`src/hdl/json_string_unescape_utf8_macros.svh`:
```
// Assertion macros for the JSON string unescaper.
// Included by the top level; no other dependencies.
`ifndef JSON_STRING_UNESCAPE_UTF8_MACROS_SVH
`define JSON_STRING_UNESCAPE_UTF8_MACROS_SVH

// Same-cycle implication, disabled while in reset.
`define JSU_ASSERT_IMPL(label, clk, rst_n, ante, cons, msg) \
  label: assert property (@(posedge clk) disable iff (!rst_n) (ante) |-> (cons)) \
    else $error(msg);

// Next-cycle implication, disabled while in reset.
`define JSU_ASSERT_NEXT(label, clk, rst_n, ante, cons, msg) \
  label: assert property (@(posedge clk) disable iff (!rst_n) (ante) |=> (cons)) \
    else $error(msg);

`endif

```
`src/hdl/jsu_pkg.sv`:
```
// Shared types, constants and character helpers for the JSON string unescaper.
// No dependencies.
package jsu_pkg;

  localparam int MAX_RES = 3;

  localparam logic [7:0] CH_QUOTE  = 8'h22;
  localparam logic [7:0] CH_BSLASH = 8'h5C;
  localparam logic [7:0] CH_U      = 8'h75;

  localparam logic [15:0] UTF8_1B_MAX = 16'h007F;
  localparam logic [15:0] UTF8_2B_MAX = 16'h07FF;
  localparam logic [7:0]  UTF8_LEAD2  = 8'hC0;
  localparam logic [7:0]  UTF8_LEAD3  = 8'hE0;
  localparam logic [7:0]  UTF8_CONT   = 8'h80;

  typedef enum logic [2:0] {
    MODE_DONE  = 3'd0,
    MODE_PLAIN = 3'd1,
    MODE_ESC   = 3'd2,
    MODE_HEX0  = 3'd3,
    MODE_HEX1  = 3'd4,
    MODE_HEX2  = 3'd5,
    MODE_HEX3  = 3'd6
  } mode_t;

  typedef enum logic [1:0] {
    ST_DATA   = 2'd0,
    ST_CLOSE  = 2'd1,
    ST_BADHEX = 2'd2,
    ST_TRUNC  = 2'd3
  } status_t;

  typedef struct packed {
    logic [7:0] data;
    logic       start;
    logic       last;
  } item_t;

  typedef struct packed {
    logic [7:0] data;
    status_t    status;
    logic       last;
  } result_t;

  typedef struct packed {
    result_t [MAX_RES-1:0] res;
    logic [1:0]            cnt;
  } batch_t;

  typedef struct packed {
    logic       can_load;
    logic [1:0] cnt;
  } buf_stat_t;

  // Returns {valid, nibble} for an ASCII hex digit in either case.
  function automatic logic [4:0] hex_value(logic [7:0] c);
    logic [4:0] v;
    v = '0;
    if (c >= 8'h30 && c <= 8'h39) begin
      v = {1'b1, c[3:0]};
    end else if ((c >= 8'h61 && c <= 8'h66) || (c >= 8'h41 && c <= 8'h46)) begin
      v = {1'b1, 4'(c[3:0] + 4'd9)};
    end
    return v;
  endfunction

  // Map the character after a backslash to the byte it stands for.
  function automatic logic [7:0] escape_byte(logic [7:0] c);
    logic [7:0] v;
    case (c)
      8'h62:   v = 8'h08;
      8'h66:   v = 8'h0C;
      8'h6E:   v = 8'h0A;
      8'h72:   v = 8'h0D;
      8'h74:   v = 8'h09;
      default: v = c;
    endcase
    return v;
  endfunction

endpackage

```
`src/hdl/json_string_unescape_utf8.sv`:
```
// JSON string body unescaper with UTF-8 output. Feed the bytes after the opening
// quote, one per beat, with in_tuser set on the first and in_tlast on the last byte
// available. One input beat is taken per cycle unless the output stalls; a \u
// escape that expands to two or three UTF-8 bytes holds in_tready low while the
// three-entry result buffer drains one beat per cycle with out_tready high. Status
// beats (close, bad hex, truncated) carry a zero byte and always end their run;
// after one, bytes are dropped until the next beat with in_tuser set. Data already
// sent for a failed string is to be discarded. Depends on jsu_pkg, jsu_in_stage,
// jsu_decode, jsu_res_buf and the macros header.
`include "json_string_unescape_utf8_macros.svh"

module json_string_unescape_utf8 (
  input  logic       clk,
  input  logic       rst_n,
  input  logic       in_tvalid,
  output logic       in_tready,
  input  logic [7:0] in_tdata,   // [7:0] in_byte
  input  logic       in_tuser,   // [0] starts_string
  input  logic       in_tlast,
  output logic       out_tvalid,
  input  logic       out_tready,
  output logic [7:0] out_tdata,  // [7:0] out_byte
  output logic [1:0] out_tuser,  // [1:0] status
  output logic       out_tlast
);
  import jsu_pkg::*;

  item_t     in_item, s1_item;
  logic      s1_vld, s1_adv;
  batch_t    batch;
  buf_stat_t bstat;
  result_t   out_res;

  assign in_item = '{data: in_tdata, start: in_tuser, last: in_tlast};
  assign s1_adv  = s1_vld && bstat.can_load;

  jsu_in_stage u_in (
    .clk       (clk),
    .rst_n     (rst_n),
    .in_tvalid (in_tvalid),
    .in_tready (in_tready),
    .in_item   (in_item),
    .adv       (s1_adv),
    .vld       (s1_vld),
    .item      (s1_item)
  );

  jsu_decode u_dec (
    .clk   (clk),
    .rst_n (rst_n),
    .item  (s1_item),
    .adv   (s1_adv),
    .batch (batch)
  );

  jsu_res_buf u_buf (
    .clk        (clk),
    .rst_n      (rst_n),
    .load       (s1_adv),
    .batch      (batch),
    .stat       (bstat),
    .out_tvalid (out_tvalid),
    .out_tready (out_tready),
    .out_res    (out_res)
  );

  assign out_tdata = out_res.data;
  assign out_tuser = out_res.status;
  assign out_tlast = out_res.last;

  `JSU_ASSERT_IMPL(a_status_ends_run, clk, rst_n, out_tvalid && out_tuser != ST_DATA, out_tlast, "status beat without tlast")
  `JSU_ASSERT_IMPL(a_status_zero_byte, clk, rst_n, out_tvalid && out_tuser != ST_DATA, out_tdata == 8'd0, "status beat with nonzero byte")
  `JSU_ASSERT_IMPL(a_no_overwrite, clk, rst_n, s1_adv, bstat.cnt == 2'd0 || (bstat.cnt == 2'd1 && out_tready), "result buffer overwritten")
  `JSU_ASSERT_NEXT(a_stall_holds, clk, rst_n, s1_vld && !s1_adv, s1_vld, "pending item lost")

endmodule

```
`src/hdl/jsu_in_stage.sv`:
```
// Input register stage of the JSON string unescaper.
// Depends on jsu_pkg.
module jsu_in_stage (
  input  logic           clk,
  input  logic           rst_n,
  input  logic           in_tvalid,
  output logic           in_tready,
  input  jsu_pkg::item_t in_item,
  input  logic           adv,
  output logic           vld,
  output jsu_pkg::item_t item
);
  import jsu_pkg::*;

  logic  vld_r;
  item_t item_r;

  assign in_tready = !vld_r || adv;
  assign vld       = vld_r;
  assign item      = item_r;

  always_ff @(posedge clk) begin
    if (!rst_n) begin
      vld_r <= 1'b0;
    end else if (in_tready) begin
      vld_r <= in_tvalid;
    end
  end

  always_ff @(posedge clk) begin
    if (in_tready && in_tvalid) begin
      item_r <= in_item;
    end
  end

endmodule

```
`src/hdl/jsu_decode.sv`:
```
// Escape decoder: mode and hex accumulator, plus per-byte result generation.
// Depends on jsu_pkg.
module jsu_decode (
  input  logic            clk,
  input  logic            rst_n,
  input  jsu_pkg::item_t  item,
  input  logic            adv,
  output jsu_pkg::batch_t batch
);
  import jsu_pkg::*;

  mode_t       mode_r, mode_nxt, mode_eff;
  logic [11:0] acc_r, acc_nxt, acc_eff;
  logic [4:0]  hv;
  logic [15:0] cp;
  result_t [MAX_RES-1:0] res;
  logic [1:0]  cnt;

  always_comb begin
    mode_eff = item.start ? MODE_PLAIN : mode_r;
    acc_eff  = item.start ? 12'd0 : acc_r;
    mode_nxt = mode_eff;
    acc_nxt  = acc_eff;
    hv       = hex_value(item.data);
    cp       = {acc_eff, hv[3:0]};
    res      = '0;
    cnt      = 2'd0;

    case (mode_eff)
      MODE_DONE: begin
        mode_nxt = MODE_DONE;
      end
      MODE_PLAIN: begin
        if (item.data == CH_QUOTE) begin
          res[0]   = '{data: 8'd0, status: ST_CLOSE, last: 1'b0};
          cnt      = 2'd1;
          mode_nxt = MODE_DONE;
        end else if (item.data == CH_BSLASH) begin
          mode_nxt = MODE_ESC;
        end else begin
          res[0] = '{data: item.data, status: ST_DATA, last: 1'b0};
          cnt    = 2'd1;
        end
      end
      MODE_ESC: begin
        if (item.data == CH_U) begin
          acc_nxt  = 12'd0;
          mode_nxt = MODE_HEX0;
        end else begin
          res[0]   = '{data: escape_byte(item.data), status: ST_DATA, last: 1'b0};
          cnt      = 2'd1;
          mode_nxt = MODE_PLAIN;
        end
      end
      MODE_HEX0, MODE_HEX1, MODE_HEX2: begin
        if (!hv[4]) begin
          res[0]   = '{data: 8'd0, status: ST_BADHEX, last: 1'b0};
          cnt      = 2'd1;
          mode_nxt = MODE_DONE;
        end else begin
          acc_nxt = {acc_eff[7:0], hv[3:0]};
          case (mode_eff)
            MODE_HEX0: mode_nxt = MODE_HEX1;
            MODE_HEX1: mode_nxt = MODE_HEX2;
            default:   mode_nxt = MODE_HEX3;
          endcase
        end
      end
      MODE_HEX3: begin
        if (!hv[4]) begin
          res[0]   = '{data: 8'd0, status: ST_BADHEX, last: 1'b0};
          cnt      = 2'd1;
          mode_nxt = MODE_DONE;
        end else begin
          if (cp <= UTF8_1B_MAX) begin
            res[0] = '{data: cp[7:0], status: ST_DATA, last: 1'b0};
            cnt    = 2'd1;
          end else if (cp <= UTF8_2B_MAX) begin
            res[0] = '{data: UTF8_LEAD2 | {3'd0, cp[10:6]}, status: ST_DATA, last: 1'b0};
            res[1] = '{data: UTF8_CONT | {2'd0, cp[5:0]}, status: ST_DATA, last: 1'b0};
            cnt    = 2'd2;
          end else begin
            res[0] = '{data: UTF8_LEAD3 | {4'd0, cp[15:12]}, status: ST_DATA, last: 1'b0};
            res[1] = '{data: UTF8_CONT | {2'd0, cp[11:6]}, status: ST_DATA, last: 1'b0};
            res[2] = '{data: UTF8_CONT | {2'd0, cp[5:0]}, status: ST_DATA, last: 1'b0};
            cnt    = 2'd3;
          end
          acc_nxt  = 12'd0;
          mode_nxt = MODE_PLAIN;
        end
      end
      default: begin
        mode_nxt = MODE_DONE;
      end
    endcase

    // Input ran out with the string still open: replace any data with one truncation beat.
    if (item.last && mode_nxt != MODE_DONE) begin
      res      = '0;
      res[0]   = '{data: 8'd0, status: ST_TRUNC, last: 1'b0};
      cnt      = 2'd1;
      mode_nxt = MODE_DONE;
      acc_nxt  = 12'd0;
    end

    for (int i = 0; i < MAX_RES; i++) begin
      res[i].last = (cnt == 2'(i + 1));
    end
  end

  assign batch = '{res: res, cnt: cnt};

  always_ff @(posedge clk) begin
    if (!rst_n) begin
      mode_r <= MODE_DONE;
      acc_r  <= 12'd0;
    end else if (adv) begin
      mode_r <= mode_nxt;
      acc_r  <= acc_nxt;
    end
  end

endmodule

```
`src/hdl/jsu_res_buf.sv`:
```
// Three-entry result buffer; drains one beat per cycle from entry zero while out_tready is high.
// Depends on jsu_pkg.
module jsu_res_buf (
  input  logic               clk,
  input  logic               rst_n,
  input  logic               load,
  input  jsu_pkg::batch_t    batch,
  output jsu_pkg::buf_stat_t stat,
  output logic               out_tvalid,
  input  logic               out_tready,
  output jsu_pkg::result_t   out_res
);
  import jsu_pkg::*;

  result_t [MAX_RES-1:0] ent_r, ent_nxt;
  logic [1:0]            cnt_r, cnt_nxt;
  logic                  out_fire;

  assign out_tvalid = (cnt_r != 2'd0);
  assign out_fire   = out_tvalid && out_tready;
  assign out_res    = ent_r[0];

  // Reload only when the buffer is empty or empties in this cycle.
  assign stat = '{can_load: (cnt_r == 2'd0) || (cnt_r == 2'd1 && out_tready),
                  cnt:      cnt_r};

  always_comb begin
    ent_nxt = ent_r;
    cnt_nxt = cnt_r;
    if (load) begin
      ent_nxt = batch.res;
      cnt_nxt = batch.cnt;
    end else if (out_fire) begin
      ent_nxt[0] = ent_r[1];
      ent_nxt[1] = ent_r[2];
      cnt_nxt    = cnt_r - 2'd1;
    end
  end

  always_ff @(posedge clk) begin
    if (!rst_n) begin
      cnt_r <= 2'd0;
    end else begin
      cnt_r <= cnt_nxt;
    end
  end

  always_ff @(posedge clk) begin
    ent_r <= ent_nxt;
  end

endmodule
```
`config.mk`:
```
export PLATFORM = sky130hd
export DESIGN_NAME = json_string_unescape_utf8
export DESIGN_NICKNAME = d
export VERILOG_FILES = /design/src/hdl/jsu_pkg.sv /design/src/hdl/json_string_unescape_utf8.sv /design/src/hdl/jsu_in_stage.sv /design/src/hdl/jsu_decode.sv /design/src/hdl/jsu_res_buf.sv
export VERILOG_INCLUDE_DIRS = /design/src /design/src/hdl
export SDC_FILE = /design/constraint.sdc
export NUM_CORES = 1
export LEC_CHECK = 0
export CAP_MARGIN = 25
export CORE_ASPECT_RATIO = 0.9
export CORE_UTILIZATION = 57
export DETAILED_ROUTE_END_ITERATION = 8
export DONT_BUFFER_PORTS = 1
export MAX_ROUTING_LAYER = met4
export PLACE_DENSITY = 0.84
export SYNTH_ARGS = -nofsm -noshare
export SYNTH_HDL_FRONTEND = slang
export SYNTH_SLANG_ARGS = --single-unit
```
`constraint.sdc`:
```
create_clock -name clk -period 2.5 [get_ports clk]
set_input_delay 0.5 -clock clk [delete_from_list [all_inputs] [get_ports clk]]
set_output_delay 0.5 -clock clk [all_outputs]
set_load 0.02 [all_outputs]
```
==> reports/results.ini <==
[sta]
rsz0062_at_grt = yes
drv_slew = 0
setup_ws_ns = -0.0344
hold_violations = 0
fin_tns_setup_ns = -0.226
finalCriticalPeriod_ns = 2.53
worst_slew_pin_slew_ns = 0.730
fin_skew_ns = 0.0104
period_share_pct = 101
setup-violations-final = 13
maxSlewHeadroom_pct = 51.3
max_freq_mhz = 395

[clock_network]
htreeDepth = 2
cts_buffers = 5
clock-sinks = 55
clockRootBuffer = clkbuf_8
clk_pin_slew_ns = 0.09
cts_tree = built
clock_path_buffers = 2
ctsHoldBuffers = 0
clk_latency_ns = 0.31

[layout]
diodes = 0
fillers = 337
area_delta_synth_final_pct = 22.7
seqCellArea_um2 = 1470
multi_input_area_um2 = 1810
fin_nets = 395
fin_cells = 443
layout-drive-gt1-share_pct = 29.5
layout_common_cells = buf_4 (52), nand2_1 (38), edfxtp_1 (37), a21oi_1 (31), nor2_1 (24)
mostFrequentLayoutCell = buf_4

[detailed_routing]
viasPerCell = 6.69
wire_per_inst_um = 20.5
final_antenna_net_count = 0
wirelength_um = 9100
drt_iter0_drc = 366
dr.pass1.iters = 7
routed-via-count = 2963
post-route-drc-count = 0

[power_and_ir_drop]
power.internal_w = 0.00162
p_clk_share_pct = 18.9
power.leakage_nw = 1.40
swShare_pct = 34.3
finalPower_w = 0.00247
p_switching_w = 0.000849
pwr-share-comb_pct = 29.0
vdd_drop_max_mv = 0.454
sequentialPowerShare_pct = 52.1
p_per_area_nw_per_um2 = 623

[synth]
ys_warn_count = 0
synth_edf_count = 37
synth_area_leaders = edfxtp_1 (34%), dfxtp_1 (11%), a21oi_1 (5.6%)
syn_area_per_cell_um2 = 9.65
async_reset_ff_share_pct = 0
synthXorXnorAreaFrac_pct = 0.542
ys.flop_type = edfxtp_1
synthAdderAreaFrac_pct = 2.32
synthMuxAreaShare_pct = 0.658
synth_top_family_by_area = compound AO/OA/AOI/OAI gates
ys_seq_area_share_pct = 45.5
synth_compound_area_share_pct = 26.8
ys_ff_latch = 55
synth_nets = 355
yosys.area_share.simple_pct = 17.8
synthesis.area_um2 = 3230
synth_top_area_share_pct = 34.4
syn_inst = 335
yosysTopAreaCell = edfxtp_1
yosysUniqueCellTypes = 66

[die]
num_rows = 25
core-area_um2 = 5350
top_level_ports = 27
die_area_um2 = 5980
start_util_pct = 60.4
die_x_um = 81.4
fp.dieH_um = 73.5

[critical_path]
cp_slowest_stage_delay_ns = 0.43
rr_startpoint = u_in.item[3]
startpoint_type = flop
crit_slowest_cell = edfxtp_1
crit_path_start = u_in.item[3]
critPathRequiredTime_ns = 2.57
cpMostUsedCell = buf_4
cp_data_arrival_time_ns = 2.60
crit_type = reg2reg
worstPathMaxFanout = 5
worst_setup_path_end_kind = flop
path_cells = inv_2 -> buf_4 -> ha_4 -> nand3_2 -> nor4_2 -> buf_4 -> a21o_1 -> a21oi_2 -> a31o_4 -> buf_6 -> clkbuf_16 -> a32o_1

[global_route]
grt_pass1_vias = 2605
grt_util_all_layers_pct = 30.1
grt_first_pass_wirelength_um = 12800
antenna_found_initial = 0
grt_max_degree = 35
grt.overflow.total = 0

[placed_design]
place_inst = 422
io_buffers = 0
hpwl_um = 6020
place.gp.congestion = 0.976

[job]
drv_cap = 0

[status]
violations = setup timing
status = finished, violations left

[worst_hold_path]
min_from = in_tlast
hold_class = in2reg

flip-flops by register name, summed over array words and instances, names as in the netlist:
name and cells:
u_dec.acc_r 12, u_buf.cnt_r 2, u_in.item 10, u_buf.ent_r 16, u_dec.mode_r 3, u_in.vld 1, u_buf.out_res 11
synthesized netlist by cell type (2+ instances only):
library cell	count
a21o_1	2
a32o_1	2
buf_6	2
nand2b_1	5
edfxtp_1	37
a2111oi_0	2
a221oi_1	2
a22o_1	7
a31oi_1	7
o21a_1	2
o22ai_1	4
nor4_1	2
nand3_1	7
nor3b_2	2
and2_1	2
nor3b_1	2
ha_1	6
o21bai_1	2
inv_1	15
o21ai_0	23
clkbuf_1	10
nor3_1	6
nand2_1	38
buf_4	10
buf_2	2
o41ai_1	3
nor2b_1	5
a211oi_1	2
o31ai_2	7
a21oi_1	36
nand2_4	2
a22oi_1	5
nor2_1	26
dfxtp_1	18
stage by stage:
step | instance area, um^2 | setup WS (ns) | hold WS, ns | utilization (%)
6_report | 3970 | -0.0344 | 0.279 | 74.2
5_1_grt | 3970 | -0.106 | 0.269 | 74.2
3_5_place_dp | 3520 | -0.143 | 0.509 | 65.8
4_1_cts | 3670 | -0.0160 | 0.280 | 68.6
3_3_place_gp | 3520 | -0.112 | 0.496 | 65.8
2_1_floorplan | 3240 | 0.00708 | 0.465 | -
logic make-up after synthesis:
kind of cell	count (synthesis)
flip-flops	55
AO/OA/AOI/OAI	121
adder cells (fa/ha/maj)	6
multiplexers	2
buffers and inverters	40
XOR/XNOR	2
AND/OR/NAND/NOR	109
repair_timing:
action                                  in CTS  in global routing
gates cloned                                 0                  2
endpoints found under the setup margin      30                 33
hold endpoints to repair                     0                  0
setup buffers                                5                  6
pin swaps                                    6                 19
gates resized for setup                     10                 43
worst max-delay path, delay by kind of cell (launching register included):
family	cells	cell delay [ns]
adder cells (fa/ha/maj)	1	0.15
flip-flops	1	0.43
AO/OA/AOI/OAI	4	0.67
buffers and inverters	5	0.70
AND/OR/NAND/NOR	2	0.35
power by group through the flow:
stage	sequential, W	clock [W]	combinational (W)
3_5_place_dp	0.00131	0	0.000571
3_3_place_gp	0.00130	0	0.000552
6_report	0.00129	0.000468	0.000716
2_1_floorplan	0.00122	0	0.000518
4_1_cts	0.00128	0.000467	0.000601
5_1_grt	0.00131	0.000507	0.000765
layout make-up:
| cell class | count | area share, % |
|---|---|---|
| Multi-Input combinational cell | 241 | 45.6 |
| Clock inverter | 3 | 0.378 |
| Clock buffer | 5 | 1.73 |
| Timing Repair Buffer | 56 | 11.5 |
| Tap cell | 67 | 2.11 |
| Sequential cell | 55 | 37.1 |
| Inverter | 16 | 1.51 |
path summary, 6_finish.rpt:
| path | endpoint | slack [ns] | cells past startpoint |
|---|---|---|---|
| max | u_buf.out_res[3] | -0.03 | 12 |
| min | u_in.item[0] | 0.28 | 0 |
| max reg2reg | u_buf.out_res[3] | -0.03 | 12 |
| min reg2reg | u_dec.acc_r[10] | 0.54 | 1 |
metal layers:
layer / global-route usage (%) / wire length, um / up-vias
met5: - / 0 / -
met4: 8.93 / 260 / 0
met1: 39.7 / 3600 / 1404
met2: 46.8 / 4420 / 190
li1: - / - / 1330
met3: 5.71 / 822 / 39
Note: power is estimated with default switching activity, not from simulation.
